File: config.mk
export PLATFORM = sky130hd
export DESIGN_NAME = tbbe_axis
export DESIGN_NICKNAME = d
export VERILOG_FILES = /design/src/rtl/tbbe_pkg.sv /design/src/rtl/tbbe_axis.sv
export SDC_FILE = /design/constraint.sdc
export NUM_CORES = 2
export LEC_CHECK = 0
export ABC_AREA = 1
export BUFFER_PORTS_ARGS = -buffer_cell sky130_fd_sc_hd__buf_2
export CAP_MARGIN = 40
export CORE_MARGIN = 4
export CORE_UTILIZATION = 60
export DETAILED_ROUTE_END_ITERATION = 10
export PLACE_DENSITY = 0.88
export SETUP_SLACK_MARGIN = 0.15
export SYNTH_ARGS = -nofsm -noshare
export SYNTH_HDL_FRONTEND = slang
export SYNTH_SLANG_ARGS = --single-unit
File: constraint.sdc
create_clock -name clk -period 10.4 [get_ports clk]
set_input_delay 1.56 -clock clk [delete_from_list [all_inputs] [get_ports clk]]
set_output_delay 1.56 -clock clk [all_outputs]
set_load 0.005 [all_outputs]
File: src/rtl/tbbe_pkg.sv
package tbbe_pkg;

    localparam int COORD_W       = 16;
    localparam int RES_W         = 32;
    localparam int ROW_W         = 64;
    localparam int PROD_W        = 2 * COORD_W;
    localparam int TRANS_W       = COORD_W + 8;
    localparam int SUM_W         = RES_W + 2;
    localparam int EDGE_W        = 4;
    localparam int NUM_ENDPOINTS = 24;
    localparam int CNT_W         = 5;
    localparam int ADDR_W        = 5;

    typedef logic signed [RES_W-1:0]   coord_t;
    typedef logic signed [COORD_W-1:0] pos_t;
    typedef logic [ROW_W-1:0]          row_t;
    typedef logic [2:0]                corner_t;
    typedef logic [CNT_W-1:0]          ep_cnt_t;

    typedef enum logic [1:0] {
        REG_ROW_X = 2'd0,
        REG_ROW_Y = 2'd1,
        REG_ROW_Z = 2'd2
    } reg_idx_t;

    localparam row_t    ROW_X_RESET = 64'd256;
    localparam row_t    ROW_Y_RESET = 64'd1 << 24;
    localparam row_t    ROW_Z_RESET = 64'd1 << 40;
    localparam coord_t  COORD_MAX   = 32'sh7FFF_FFFF;
    localparam coord_t  COORD_MIN   = 32'sh8000_0000;
    localparam ep_cnt_t LAST_EP     = ep_cnt_t'(NUM_ENDPOINTS - 1);

    // bottom 0-1 1-2 2-3 3-0, top 4-5 5-6 6-7 7-4, sides 0-4 1-5 2-6 3-7
    function automatic corner_t edge_corner(input ep_cnt_t k);
        corner_t c;
        case (k)
            5'd0:    c = 3'd0;
            5'd1:    c = 3'd1;
            5'd2:    c = 3'd1;
            5'd3:    c = 3'd2;
            5'd4:    c = 3'd2;
            5'd5:    c = 3'd3;
            5'd6:    c = 3'd3;
            5'd7:    c = 3'd0;
            5'd8:    c = 3'd4;
            5'd9:    c = 3'd5;
            5'd10:   c = 3'd5;
            5'd11:   c = 3'd6;
            5'd12:   c = 3'd6;
            5'd13:   c = 3'd7;
            5'd14:   c = 3'd7;
            5'd15:   c = 3'd4;
            5'd16:   c = 3'd0;
            5'd17:   c = 3'd4;
            5'd18:   c = 3'd1;
            5'd19:   c = 3'd5;
            5'd20:   c = 3'd2;
            5'd21:   c = 3'd6;
            5'd22:   c = 3'd3;
            5'd23:   c = 3'd7;
            default: c = 3'd0;
        endcase
        return c;
    endfunction

    function automatic logic corner_hi_x(input corner_t c);
        return (c == 3'd1) || (c == 3'd2) || (c == 3'd5) || (c == 3'd6);
    endfunction

    function automatic logic corner_hi_y(input corner_t c);
        return c[2];
    endfunction

    function automatic logic corner_hi_z(input corner_t c);
        return (c == 3'd2) || (c == 3'd3) || (c == 3'd6) || (c == 3'd7);
    endfunction

endpackage

File: src/rtl/tbbe_axis.sv
module tbbe_axis (
    input  logic            clk,
    input  logic            en,
    input  tbbe_pkg::row_t  row,
    input  tbbe_pkg::pos_t  px,
    input  tbbe_pkg::pos_t  py,
    input  tbbe_pkg::pos_t  pz,
    output tbbe_pkg::coord_t coord
);
    import tbbe_pkg::*;

    logic signed [PROD_W-1:0]  prod_x_reg, prod_x_next;
    logic signed [PROD_W-1:0]  prod_y_reg, prod_y_next;
    logic signed [PROD_W-1:0]  prod_z_reg, prod_z_next;
    logic signed [TRANS_W-1:0] trans_reg, trans_next;
    logic signed [SUM_W-1:0]   sum;
    coord_t                    coord_reg, coord_next;

    always_comb
    begin
        prod_x_next = $signed(row[15:0])  * px;
        prod_y_next = $signed(row[31:16]) * py;
        prod_z_next = $signed(row[47:32]) * pz;
        trans_next  = $signed({row[63:48], 8'h00});
    end

    always_comb
    begin
        sum = $signed({{(SUM_W-PROD_W){prod_x_reg[PROD_W-1]}}, prod_x_reg})
            + $signed({{(SUM_W-PROD_W){prod_y_reg[PROD_W-1]}}, prod_y_reg})
            + $signed({{(SUM_W-PROD_W){prod_z_reg[PROD_W-1]}}, prod_z_reg})
            + $signed({{(SUM_W-TRANS_W){trans_reg[TRANS_W-1]}}, trans_reg});
        if (sum[SUM_W-1:RES_W-1] == '0 || sum[SUM_W-1:RES_W-1] == '1)
            coord_next = sum[RES_W-1:0];
        else if (sum[SUM_W-1])
            coord_next = COORD_MIN;
        else
            coord_next = COORD_MAX;
    end

    always_ff @(posedge clk)
    begin
        if (en)
        begin
            prod_x_reg <= prod_x_next;
            prod_y_reg <= prod_y_next;
            prod_z_reg <= prod_z_next;
            trans_reg  <= trans_next;
            coord_reg  <= coord_next;
        end
    end

    assign coord = coord_reg;

endmodule

==> flow_metrics.tcl <==
set metrics [dict create \
    status "finished clean" \
    grt_overflow 0 \
    synth-seq-cells 144 \
    fp.dieH_um 262.7 \
    crit_family "adder cells" \
    io-pin-count 146 \
    async_flop_share_pct 0 \
    seq_area_frac_synth_pct 11.11 \
    synth.area.top_cells "fa_1 (43%), inv_1 (13%), edfxtp_1 (11%), nand2_1 (11%), ha_1 (9.1%)" \
    placed_cell_area_sq_mm 0.04002 \
    synth_top_family_by_area "adder cells" \
    slew_headroom_pct 44.15 \
    drtAntennaViolNets 0 \
    antenna_found_initial 5 \
    hold_depth 4 \
    dp_hpwl_um 79260 \
    numPortBuffers 145 \
    cts_buffers 17 \
    setup-tns-final_ps 0 \
    fin_util_pct 63.08 \
    fin_crit_ps 7060 \
    fmaxAchievable_mhz 141.6 \
    synth_top_area_share_pct 43.40 \
    routed-via-count 29360 \
    end_kind "flop" \
    cts.sink_count 144 \
    die-area_sq_mm 0.06902 \
    design_area_sq_mm 0.04059 \
    cts_setup_buffers 0 \
    nets 5883 \
    clk_pin_slew_worst_paths_ps 70 \
    synth.most_common_cell "inv_1" \
    synthAdderAreaFrac_pct 52.53 \
    crit_buf_inv 5 \
    synthSimpleGateAreaFrac_pct 14.92 \
    place_congestion 1.008 \
    hp-class "reg2reg" \
    setup_violations 0 \
    clock_latency_ps 430 \
    grt_use_total_pct 27.89 \
    required_ps 10590 \
    synth_top_area_cell "fa_1" \
    dp.cells 5477 \
    initial_core_util_pct 60.50 \
    cpMostUsedCell "fa_1" \
    instances_no_fill 5514 \
    synth_xor_area_share_pct 2.790 \
    first_iter_violations 2557 \
    cp_max_fo 16 \
    area_growth_pct 4.268 \
    wirelength_um 92650 \
    ys_types 40 \
    clockRootBuffer "clkbuf_16" \
    core-area_sq_mm 0.06435 \
    crit_path_max_incr_delay_ps 720 \
    wire_per_inst_um 16.80 \
    drc 0 \
    postSynthAreaPerCell_sq_um 8.361 \
    synth_common_cells "inv_1 (1375), nand2_1 (1112), fa_1 (844)" \
    muxShareOfSynthArea_pct 0 \
    cap_violations 0 \
    ys.flop_type "edfxtp_1" \
    grt_max_degree 81 \
    final_max_slew_viol_count 0 \
    period_share_pct 67.89 \
    drive_above_1_share_pct 4.985 \
    rsz0062_at_grt "false" \
    synth_nets 5898 \
    vias_per_cell 5.324 \
    critical_path_depth 17 \
    fp-row-count 93 \
    fp.dieW_um 262.7 \
    grt_pass1_wl_um 157200 \
    worstPathCellList "buf_2, nand2_1, inv_1, fa_1, fa_1, fa_1, inv_1, fa_1, fa_1, fa_1, inv_1, ha_1, inv_1, nor4_1, nand3b_1, nand3_1, nand2_1" \
    cts_resized 0 \
    finalHoldViolCount 0 \
    startpoint_type "input pin" \
    drt-pass1-iter-count 6 \
    synth_compound_area_share_pct 3.526 \
    path_class "in2reg" \
    synth_warnings 0 \
    syn_inst 4656 \
    r2r_slack_ps 6420 \
    synth_edf_count 144 \
    worstRegToRegCells 13 \
    cts_hold_buf 0 \
    fin_worst_skew_ps 11.31 \
    clock_path_buffers 2 \
    htreeDepth 4 \
    synth.cell_area_sq_mm 0.03893 \
    first_global_vias 31790 \
    tightest_slew_ps 837.8 \
    cts_tree "done" \
    worstPathArrival_ps 7250 \
    cp_slowest_cell "fa_1" \
]
layer usage:
| metal | wire length (um) | global-route usage, % |
|---|---|---|
| met1 | 36330 | 37.89 |
| met2 | 45520 | 46.99 |
| met3 | 7823 | 4.241 |
| met4 | 2985 | 8.398 |
| met5 | 0 | 0 |
path summary, 6_finish.rpt:
check,start,endpoint
min reg2reg,prod_x_reg[1],coord[1]
min,prod_x_reg[1],coord[1]
max,px[1],prod_x_reg[30]
max reg2reg,prod_z_reg[10],coord[11]
worst register-to-register path, stage by stage, from the launching register on:
cell and delay [ps]:
edfxtp_1 490, fa_1 560, fa_1 440, ha_1 370
a21oi_1 230, nand2_1 130, a21oi_1 170, nand2_2 130
nand2_1 110, nand2_1 50, nand2_1 60, nand2_1 170
o21ai_4 610, nand2_1 190
through the flow:
step	setup WS [ps]	hold slack [ps]
4_1_cts	3473	885.6
2_1_floorplan	3568	766.2
5_1_grt	3055	896.5
3_5_place_dp	3021	882.9
6_report	3340	872.3
3_3_place_gp	3086	818.7
area by class of cell:
| cell class | instances | area (sq um) |
|---|---|---|
| tap | 855 | 1070 |
| inverter | 1377 | 5169 |
| timing repair buffer | 146 | 739.5 |
| fill | 5163 | 23760 |
| antenna | 5 | 12.51 |
| multi-input combinational | 2955 | 28720 |
| clock buffer | 19 | 432.9 |
| sequential | 144 | 4324 |
| clock inverter | 13 | 127.6 |
cells in the final DEF, fill, tap and decap left out, types with 4 or more instances in the layout:
cell type	instances
a21o_1	13
a21oi_1	129
a31oi_1	5
buf_2	144
clkbuf_16	17
diode_2	5
edfxtp_1	144
fa_1	844
ha_1	284
inv_1	1375
inv_6	5
nand2_1	1112
nand2_2	22
nand3_1	79
nand4_1	22
nor2_1	170
nor2_2	8
nor3_1	17
o211ai_1	6
o21a_1	4
o21ai_0	64
o21bai_1	15
or2_2	17
xnor2_1	49
xor2_1	75
cell families (layout without fill, tap and decap cells):
group / count (synthesis) / after routing
xor gates and xnor gates: 124 / 124
other: 0 / 5
and+or+nand+nor: 1457 / 1457
DFF: 144 / 144
adders and majority gates: 1128 / 1128
AOI/OAI and AO/OA: 246 / 246
buffers and inverters: 1557 / 1555
Power is not shown: default switching activity piles up to over one toggle a cycle in this logic, so the estimate is an artifact.
